$ cat src/design/matrix4x4_arith_unit_core_assert.svh
// assertion macros used by the core design file
`ifndef MATRIX4X4_ARITH_UNIT_CORE_ASSERT_SVH
`define MATRIX4X4_ARITH_UNIT_CORE_ASSERT_SVH

// same-cycle implication, switched off while reset is high
`define M4AU_ASSERT_NOW(label, clk, rst, ante, cons) \
   label: assert property (@(posedge clk) disable iff (rst) (ante) |-> (cons)) \
      else $error("m4au assertion failed");

// next-cycle implication, switched off while reset is high
`define M4AU_ASSERT_NEXT(label, clk, rst, ante, cons) \
   label: assert property (@(posedge clk) disable iff (rst) (ante) |=> (cons)) \
      else $error("m4au assertion failed");

`endif

$ cat src/design/m4au_pkg.sv
`default_nettype none

package m4au_pkg;

   localparam int DIM       = 4;
   localparam int FRAC_BITS = 16;
   localparam int CELLS     = DIM * DIM;
   localparam int IDX_W     = 4;
   localparam int K_W       = $clog2(DIM);
   localparam int DATA_W    = 32;
   localparam int PROD_W    = 2 * DATA_W;
   localparam int ACC_W     = PROD_W + K_W + 1;

   typedef enum logic [1:0] {
      REQ_LOAD_A  = 2'd0,
      REQ_LOAD_B  = 2'd1,
      REQ_COMPUTE = 2'd2
   } req_code_type;

   typedef enum logic [1:0] {
      MODE_MUL = 2'd0,
      MODE_ADD = 2'd1,
      MODE_SUB = 2'd2
   } op_mode_type;

   typedef struct packed {
      logic              en;
      logic [IDX_W-1:0]  addr;
      logic [DATA_W-1:0] data;
   } m4au_wr_type;

endpackage

`default_nettype wire

$ cat src/design/m4au_req_if.sv
`default_nettype none

interface m4au_req_if;
   import m4au_pkg::*;

   logic                     valid;
   logic                     ready;
   logic [1:0]               req_type;
   logic [IDX_W-1:0]         elem_index;
   logic signed [DATA_W-1:0] elem_value;

   modport source (output valid, req_type, elem_index, elem_value, input ready);
   modport sink (input valid, req_type, elem_index, elem_value, output ready);
endinterface

`default_nettype wire

$ cat src/design/m4au_rsp_if.sv
`default_nettype none

interface m4au_rsp_if;
   import m4au_pkg::*;

   logic                     valid;
   logic                     ready;
   logic [IDX_W-1:0]         result_index;
   logic signed [DATA_W-1:0] result_value;
   logic                     last_result;

   modport source (output valid, result_index, result_value, last_result, input ready);
   modport sink (input valid, result_index, result_value, last_result, output ready);
endinterface

`default_nettype wire

$ cat src/design/m4au_store.sv
`default_nettype none

module m4au_store (
   input  wire logic                          clock,
   input  wire logic                          reset,
   input  wire m4au_pkg::m4au_wr_type         wr,
   input  wire logic [m4au_pkg::IDX_W-1:0]    rd_addr,
   output logic signed [m4au_pkg::DATA_W-1:0] rd_data
);
   import m4au_pkg::*;

   logic [DATA_W-1:0] mem_ff [CELLS];
   logic [CELLS-1:0]  valid_ff;
   logic [DATA_W-1:0] rd_data_ff;

   // entries never written read back as zero
   always_ff @(posedge clock) begin
      if (reset) begin
         valid_ff <= '0;
      end else if (wr.en) begin
         valid_ff[wr.addr] <= 1'b1;
      end
   end

   always_ff @(posedge clock) begin
      if (wr.en) begin
         mem_ff[wr.addr] <= wr.data;
      end
      rd_data_ff <= valid_ff[rd_addr] ? mem_ff[rd_addr] : '0;
   end

   assign rd_data = signed'(rd_data_ff);
endmodule

`default_nettype wire

$ cat src/design/matrix4x4_arith_unit_core.sv
// 4x4 signed Q16.16 matrix unit: A times B, A plus B or A minus B, 16 items per compute.
// loads: one cycle each, taken back to back while the fsm is idle.
// multiply: each term steps through read, multiply and accumulate on the one shared 32x32
// multiplier and accumulator; after the fourth term the sum is scaled and saturated.
// add/sub: not ready from compute accept to the last result taken.
// synchronous active-high reset clears both stores to zero, op_mode to multiply, fsm idle.
`default_nettype none
`include "matrix4x4_arith_unit_core_assert.svh"

module matrix4x4_arith_unit_core (
   input  wire logic       clock,
   input  wire logic       reset,
   m4au_req_if.sink        req,
   m4au_rsp_if.source      rsp,
   input  wire logic       csr_wr_en,
   input  wire logic [1:0] csr_wr_data
);
   import m4au_pkg::*;

   typedef enum logic [2:0] {
      S_IDLE,
      S_READ,
      S_MUL,
      S_ACC,
      S_ADD,
      S_SAT,
      S_OUT
   } state_type;

   state_type                state_ff, state_in;
   logic [1:0]               op_mode_ff;
   logic [IDX_W-1:0]         elem_ff, elem_in;
   logic [K_W-1:0]           k_ff, k_in;
   logic signed [PROD_W-1:0] product_ff, product_in;
   logic signed [ACC_W-1:0]  acc_ff, acc_in;
   logic                     rsp_valid_ff, rsp_valid_in;
   logic [IDX_W-1:0]         rsp_index_ff, rsp_index_in;
   logic signed [DATA_W-1:0] rsp_value_ff, rsp_value_in;
   logic                     rsp_last_ff, rsp_last_in;

   m4au_wr_type              wr_a, wr_b;
   logic [IDX_W-1:0]         a_addr, b_addr;
   logic signed [DATA_W-1:0] a_data, b_data;
   logic signed [ACC_W-1:0]  scaled;
   logic                     req_fire;
   logic                     mul_mode;

   function automatic logic signed [DATA_W-1:0] sat32(input logic signed [ACC_W-1:0] v);
      logic [ACC_W-DATA_W:0] upper;
      upper = v[ACC_W-1:DATA_W-1];
      if ((upper == '0) || (upper == '1)) begin
         return v[DATA_W-1:0];
      end else if (v[ACC_W-1]) begin
         return {1'b1, {(DATA_W-1){1'b0}}};
      end else begin
         return {1'b0, {(DATA_W-1){1'b1}}};
      end
   endfunction

   assign req.ready = (state_ff == S_IDLE);
   assign req_fire  = req.valid && req.ready;
   assign mul_mode  = (op_mode_ff == MODE_MUL);

   always_comb begin
      wr_a.en   = req_fire && (req.req_type == REQ_LOAD_A) && (int'(req.elem_index) < CELLS);
      wr_a.addr = req.elem_index;
      wr_a.data = req.elem_value;
      wr_b.en   = req_fire && (req.req_type == REQ_LOAD_B) && (int'(req.elem_index) < CELLS);
      wr_b.addr = req.elem_index;
      wr_b.data = req.elem_value;
   end

   // product walks row of A and column of B, element-wise modes read the same cell
   always_comb begin
      if (mul_mode) begin
         a_addr = IDX_W'(int'(elem_ff) / DIM * DIM + int'(k_ff));
         b_addr = IDX_W'(int'(k_ff) * DIM + int'(elem_ff) % DIM);
      end else begin
         a_addr = elem_ff;
         b_addr = elem_ff;
      end
   end

   m4au_store u_store_a (
      .clock   (clock),
      .reset   (reset),
      .wr      (wr_a),
      .rd_addr (a_addr),
      .rd_data (a_data)
   );

   m4au_store u_store_b (
      .clock   (clock),
      .reset   (reset),
      .wr      (wr_b),
      .rd_addr (b_addr),
      .rd_data (b_data)
   );

   assign scaled = mul_mode ? (acc_ff >>> FRAC_BITS) : acc_ff;

   always_comb begin
      state_in     = state_ff;
      elem_in      = elem_ff;
      k_in         = k_ff;
      product_in   = product_ff;
      acc_in       = acc_ff;
      rsp_valid_in = rsp_valid_ff;
      rsp_index_in = rsp_index_ff;
      rsp_value_in = rsp_value_ff;
      rsp_last_in  = rsp_last_ff;
      case (state_ff)
         S_IDLE: begin
            if (req_fire && (req.req_type == REQ_COMPUTE)) begin
               elem_in  = '0;
               k_in     = '0;
               acc_in   = '0;
               state_in = S_READ;
            end
         end
         S_READ: begin
            state_in = mul_mode ? S_MUL : S_ADD;
         end
         S_MUL: begin
            product_in = a_data * b_data;
            state_in   = S_ACC;
         end
         S_ACC: begin
            acc_in = acc_ff + ACC_W'(product_ff);
            if (k_ff == K_W'(DIM - 1)) begin
               state_in = S_SAT;
            end else begin
               k_in     = k_ff + K_W'(1);
               state_in = S_READ;
            end
         end
         S_ADD: begin
            if (op_mode_ff == MODE_ADD) begin
               acc_in = ACC_W'(a_data) + ACC_W'(b_data);
            end else if (op_mode_ff == MODE_SUB) begin
               acc_in = ACC_W'(a_data) - ACC_W'(b_data);
            end else begin
               acc_in = '0;
            end
            state_in = S_SAT;
         end
         S_SAT: begin
            rsp_valid_in = 1'b1;
            rsp_index_in = elem_ff;
            rsp_value_in = sat32(scaled);
            rsp_last_in  = (elem_ff == IDX_W'(CELLS - 1));
            state_in     = S_OUT;
         end
         S_OUT: begin
            if (rsp.ready) begin
               rsp_valid_in = 1'b0;
               k_in         = '0;
               acc_in       = '0;
               if (rsp_last_ff) begin
                  state_in = S_IDLE;
               end else begin
                  elem_in  = elem_ff + IDX_W'(1);
                  state_in = S_READ;
               end
            end
         end
         default: begin
            state_in = S_IDLE;
         end
      endcase
   end

   always_ff @(posedge clock) begin
      if (reset) begin
         state_ff     <= S_IDLE;
         rsp_valid_ff <= 1'b0;
         op_mode_ff   <= MODE_MUL;
      end else begin
         state_ff     <= state_in;
         rsp_valid_ff <= rsp_valid_in;
         if (csr_wr_en) begin
            op_mode_ff <= csr_wr_data;
         end
      end
      elem_ff      <= elem_in;
      k_ff         <= k_in;
      product_ff   <= product_in;
      acc_ff       <= acc_in;
      rsp_index_ff <= rsp_index_in;
      rsp_value_ff <= rsp_value_in;
      rsp_last_ff  <= rsp_last_in;
   end

   assign rsp.valid        = rsp_valid_ff;
   assign rsp.result_index = rsp_index_ff;
   assign rsp.result_value = rsp_value_ff;
   assign rsp.last_result  = rsp_last_ff;

   `M4AU_ASSERT_NOW(a_busy_while_rsp, clock, reset, rsp_valid_ff, !req.ready)
   `M4AU_ASSERT_NOW(a_last_index, clock, reset, rsp_valid_ff && rsp_last_ff,
                    rsp_index_ff == IDX_W'(CELLS - 1))
   `M4AU_ASSERT_NEXT(a_idle_after_last, clock, reset,
                     rsp.valid && rsp.ready && rsp_last_ff, req.ready)
   `M4AU_ASSERT_NEXT(a_step_after_rsp, clock, reset,
                     rsp.valid && rsp.ready && !rsp_last_ff,
                     (state_ff == S_READ) && (elem_ff == $past(elem_ff) + IDX_W'(1)))
endmodule

`default_nettype wire
$ cat src/flat_wrapper.sv
// flat-port wrapper written by rule: the top's interface ports become plain ports
module matrix4x4_arith_unit_core_flat import m4au_pkg::*;
  (clock, reset, csr_wr_en, csr_wr_data, req_valid, req_req_type, req_elem_index, req_elem_value, req_ready, rsp_valid, rsp_result_index, rsp_result_value, rsp_last_result, rsp_ready);
  m4au_req_if req_i ();
  m4au_rsp_if rsp_i ();
  input  wire logic clock;
  input  wire logic reset;
  input  wire logic csr_wr_en;
  input  wire logic [1:0] csr_wr_data;
  input wire logic [$bits(req_i.valid)-1:0] req_valid;
  input wire logic [$bits(req_i.req_type)-1:0] req_req_type;
  input wire logic [$bits(req_i.elem_index)-1:0] req_elem_index;
  input wire logic [$bits(req_i.elem_value)-1:0] req_elem_value;
  output wire logic [$bits(req_i.ready)-1:0] req_ready;
  output wire logic [$bits(rsp_i.valid)-1:0] rsp_valid;
  output wire logic [$bits(rsp_i.result_index)-1:0] rsp_result_index;
  output wire logic [$bits(rsp_i.result_value)-1:0] rsp_result_value;
  output wire logic [$bits(rsp_i.last_result)-1:0] rsp_last_result;
  input wire logic [$bits(rsp_i.ready)-1:0] rsp_ready;
  assign req_i.valid = req_valid;
  assign req_i.req_type = req_req_type;
  assign req_i.elem_index = req_elem_index;
  assign req_i.elem_value = req_elem_value;
  assign req_ready = req_i.ready;
  assign rsp_valid = rsp_i.valid;
  assign rsp_result_index = rsp_i.result_index;
  assign rsp_result_value = rsp_i.result_value;
  assign rsp_last_result = rsp_i.last_result;
  assign rsp_i.ready = rsp_ready;
  matrix4x4_arith_unit_core u_core (.clock(clock), .reset(reset), .req(req_i), .rsp(rsp_i), .csr_wr_en(csr_wr_en), .csr_wr_data(csr_wr_data));
endmodule
$ cat config.mk
export PLATFORM = sky130hd
export DESIGN_NAME = matrix4x4_arith_unit_core_flat
export DESIGN_NICKNAME = d
export VERILOG_FILES = /design/src/design/m4au_pkg.sv /design/src/design/m4au_req_if.sv /design/src/design/m4au_rsp_if.sv /design/src/design/m4au_store.sv /design/src/design/matrix4x4_arith_unit_core.sv /design/src/flat_wrapper.sv
export VERILOG_INCLUDE_DIRS = /design/src /design/src/design
export SDC_FILE = /design/constraint.sdc
export NUM_CORES = 2
export LEC_CHECK = 0
export BUFFER_PORTS_ARGS = -buffer_cell sky130_fd_sc_hd__buf_2
export CAP_MARGIN = 20
export CORE_UTILIZATION = 55
export CTS_CLUSTER_SIZE = 28
export DETAILED_ROUTE_END_ITERATION = 16
export PLACE_DENSITY = 0.68
export SLEW_MARGIN = 20
export SYNTH_ARGS = -nofsm -noshare
export SYNTH_HDL_FRONTEND = slang
export SYNTH_SLANG_ARGS = --single-unit
$ cat constraint.sdc
create_clock -name clock -period 11.3 [get_ports clock]
set_input_delay 0.565 -clock clock [delete_from_list [all_inputs] [get_ports clock]]
set_output_delay 0.565 -clock clock [all_outputs]
set_load 0.01 [all_outputs]
==> flow_metrics.tcl <==
set metrics [dict create \
    run_status "finished, final reports clean" \
    drt-pass1-iter-count 6 \
    drive_gt1_share_pct 10.8 \
    slew_headroom_pct 21.4 \
    dp.final_hpwl_um 170000 \
    drtAntennaViolNets 0 \
    netlist_instances 7221 \
    rsz0062_at_grt "no" \
    core_region_area_sq_mm 0.165 \
    drt_wl_total_um 247000 \
    cts_setup_buffers 0 \
    wl_per_cell_um 26.0 \
    worstPathRequired_ns 11.98 \
    syn-num-nets 8668 \
    fin_hold_ws_ns 0.0620 \
    cts_tree "done" \
    yosysWarnings 0 \
    num_rows 149 \
    p_per_area_mw_per_mm2 179 \
    numPortBuffers 83 \
    syn_avg_cell_area_sq_um 12.6 \
    finalMaxSlewViolations 0 \
    fin_crit_ns 9.34 \
    tightest_slew_ns 1.18 \
    antenna_found_initial 15 \
    vias_per_cell 5.99 \
    post-route-period-util_pct 82.6 \
    crit_fanout 26 \
    cts-root-buf "clkbuf_16" \
    syn_area_sq_mm 0.0912 \
    worstSkewPairLatency_ns 0.81 \
    start_util_pct 55.3 \
    layout.nets 8654 \
    die-area_sq_mm 0.167 \
    grt_max_degree 86 \
    die_width_um 409 \
    ys.flop_type "edfxtp_1" \
    clk_pin_slew_ns 0.06 \
    place_congestion 0.967 \
    vias 56981 \
    synth_top_area_share_pct 39.5 \
    fp.dieH_um 409 \
    ys_ff_latch 1300 \
    grt_first_pass_wirelength_um 372000 \
    yosys-top-cells-area "edfxtp_1 (39%), fa_1 (24%), mux4_2 (7.3%), inv_1 (4.5%), ha_1 (4.3%)" \
    p_leak_nw 40.6 \
    cts_resized 0 \
    min_path_type "in2reg" \
    io_pins 84 \
    critPathArrivalTime_ns 10.02 \
    yosysUniqueCellTypes 82 \
    clock_skew_ns 0.0627 \
    syn_to_final_growth_pct 8.48 \
    maxCapViolCount 0 \
    yosysSeqAreaShare_pct 41.7 \
    synth-edff-count 1198 \
    ir_drop_uv 168 \
    async_flop_share_pct 0 \
    grt.total_usage_pct 30.0 \
    startpoint_type "register" \
    grt_remaining_overflow 0 \
    critPathKind "reg2reg" \
    cts.path.max_buffers 3 \
    cp-end-kind "register" \
    yosysTopAreaCell "edfxtp_1" \
    hold_viol 0 \
    drt_iter0_drc 5936 \
    grt_pass1_vias 59766 \
    h-tree-depth 4 \
    finalSetupViolCount 0 \
    cts_sinks 1300 \
    timing.fmax_ghz 0.107 \
    fin_tns_setup_ns 0 \
    drc 0 \
    cts_made_buffers 137 \
]
==> report_power, final <==
group / switching, mW / internal (mW) / total [mW] / leakage [nW]
clock: 1.97 / 2.57 / 4.54 / 2.20
combinational: 4.21 / 2.70 / 6.91 / 26.7
sequential: 0.548 / 5.72 / 6.26 / 11.7
total: 6.72 / 11.0 / 17.7 / 40.6
==> through the flow <==
step	std cells	power, mW	worst slack [ns]	utilization (%)	cell area [sq um]
after global placement	9255	13.1	2.20	57.2	94300
after global routing	9511	18.5	1.67	60.0	98900
after floorplan	7221	11.0	3.36	-	91200
after CTS	9511	17.7	2.12	60.0	98900
after detailed placement	9255	13.2	2.09	57.2	94300
final	9514	17.7	1.96	60.0	98900
==> worst paths after layout <==
kind	start	end	slack, ns	cells past startpoint
max	u_core.u_store_a.rd_data[14]$_SDFF_PN0_	u_core.product_ff[56]$_DFFE_PP_	1.96	26
min	csr_wr_en	u_core.op_mode_ff[0]$_SDFFE_PP0P_	0.06	3
max reg2reg	u_core.u_store_a.rd_data[14]$_SDFF_PN0_	u_core.product_ff[56]$_DFFE_PP_	1.96	26
min reg2reg	u_core.u_store_a.valid_ff[4]$_SDFFE_PP0P_	u_core.u_store_a.valid_ff[4]$_SDFFE_PP0P_	0.47	2
==> kinds of logic (layout without fill, tap and decap cells) <==
| logic type | Yosys count | count (layout) | share of synthesized area (%) |
|---|---|---|---|
| and+or+nand+nor | 1841 | 1841 | 9.60 |
| buffers and inverters | 1454 | 1555 | 6.01 |
| adders and majority gates | 1402 | 1402 | 28.2 |
| DFF | 1300 | 1300 | 41.7 |
| AOI/OAI and AO/OA | 763 | 763 | 5.62 |
| muxes | 300 | 300 | 7.37 |
| xor gates and xnor gates | 161 | 161 | 1.55 |
| other | 0 | 3 | 0 |
==> state kept, by name (all words and copies together) (netlist names), 3 cells and up <==
name	cells
u_core.u_store_a.mem_ff	512
u_core.u_store_a.valid_ff	16
u_core.elem_ff	4
u_core.u_store_b.mem_ff	512
u_core.u_store_b.rd_data	32
u_core.state_ff	3
u_core.u_store_a.rd_data	32
u_core.acc_ff	67
u_core.rsp.result_index	4
u_core.u_store_b.valid_ff	16
u_core.rsp.result_value	32
u_core.product_ff	64
==> cells in the final DEF, fill, tap and decap left out, types with 53 or more instances in the layout <==
cell	synthesis	layout
a21o_1	104	103
a21oi_1	195	191
a31oi_1	54	53
and2_1	491	491
buf_2	17	83
buf_4	0	129
clkbuf_16	0	138
dfxtp_1	102	98
edfxtp_1	1198	1198
fa_1	1085	1084
ha_1	317	317
inv_1	1083	1083
mux4_2	297	297
nand2_1	816	815
nand3_1	69	69
nor2_1	255	221
o21ai_0	109	108
xnor2_1	106	106
xor2_1	55	55
==> timing repair <==
item / CTS / global route
hold buffers: 2 / 0
endpoints found under the hold margin: 2 / 0
setup endpoints to repair: 0 / 0
==> cell type report <==
cell class / count / area [sq um]
Timing Repair Buffer: 216 / 1440
Clock inverter: 64 / 816
Sequential cell: 1300 / 38000
Inverter: 1085 / 4070
Antenna cell: 3 / 7.51
Tap cell: 2189 / 2740
Multi-Input combinational cell: 4467 / 48000
Clock buffer: 190 / 3780
Fill cell: 12751 / 65900
==> cell usage after synthesis (all sizes together), types with 56 or more instances <==
master and number:
a21o 104, a21oi 195, a31oi 56, and2 491, clkbuf 326, dfxtp 102, edfxtp 1198, fa 1085
ha 317, inv 1083, mux4 297, nand2 816, nand3 69, nor2 255, o21ai 145, xnor2 106
==> critical path: stages (launching register included) <==
cell,delay [ns]
dfxtp_1,0.69
buf_4,0.50
ha_1,0.61
fa_1,0.52
fa_1,0.51
inv_1,0.05
fa_1,0.50
fa_1,0.53
inv_1,0.05
fa_1,0.59
fa_1,0.44
fa_1,0.49
inv_1,0.05
fa_1,0.47
inv_1,0.04
ha_1,0.35
nand3_1,0.15
nor3_1,0.28
a21oi_1,0.11
a21oi_1,0.34
o21ai_1,0.14
a31oi_2,0.36
a31oi_1,0.21
o31ai_2,0.44
nand2_1,0.15
a2111oi_0,0.47
a311o_1,0.17
==> metal layers <==
layer | wire, um | GRT usage, % | vias up
li1 | - | - | 24212
met1 | 98000 | 40.8 | 29463
met2 | 116000 | 47.7 | 2784
met3 | 24300 | 6.97 | 512
met4 | 8940 | 10.1 | 10
met5 | 76 | 0 | -
Power figures use the tool's default switching activity.
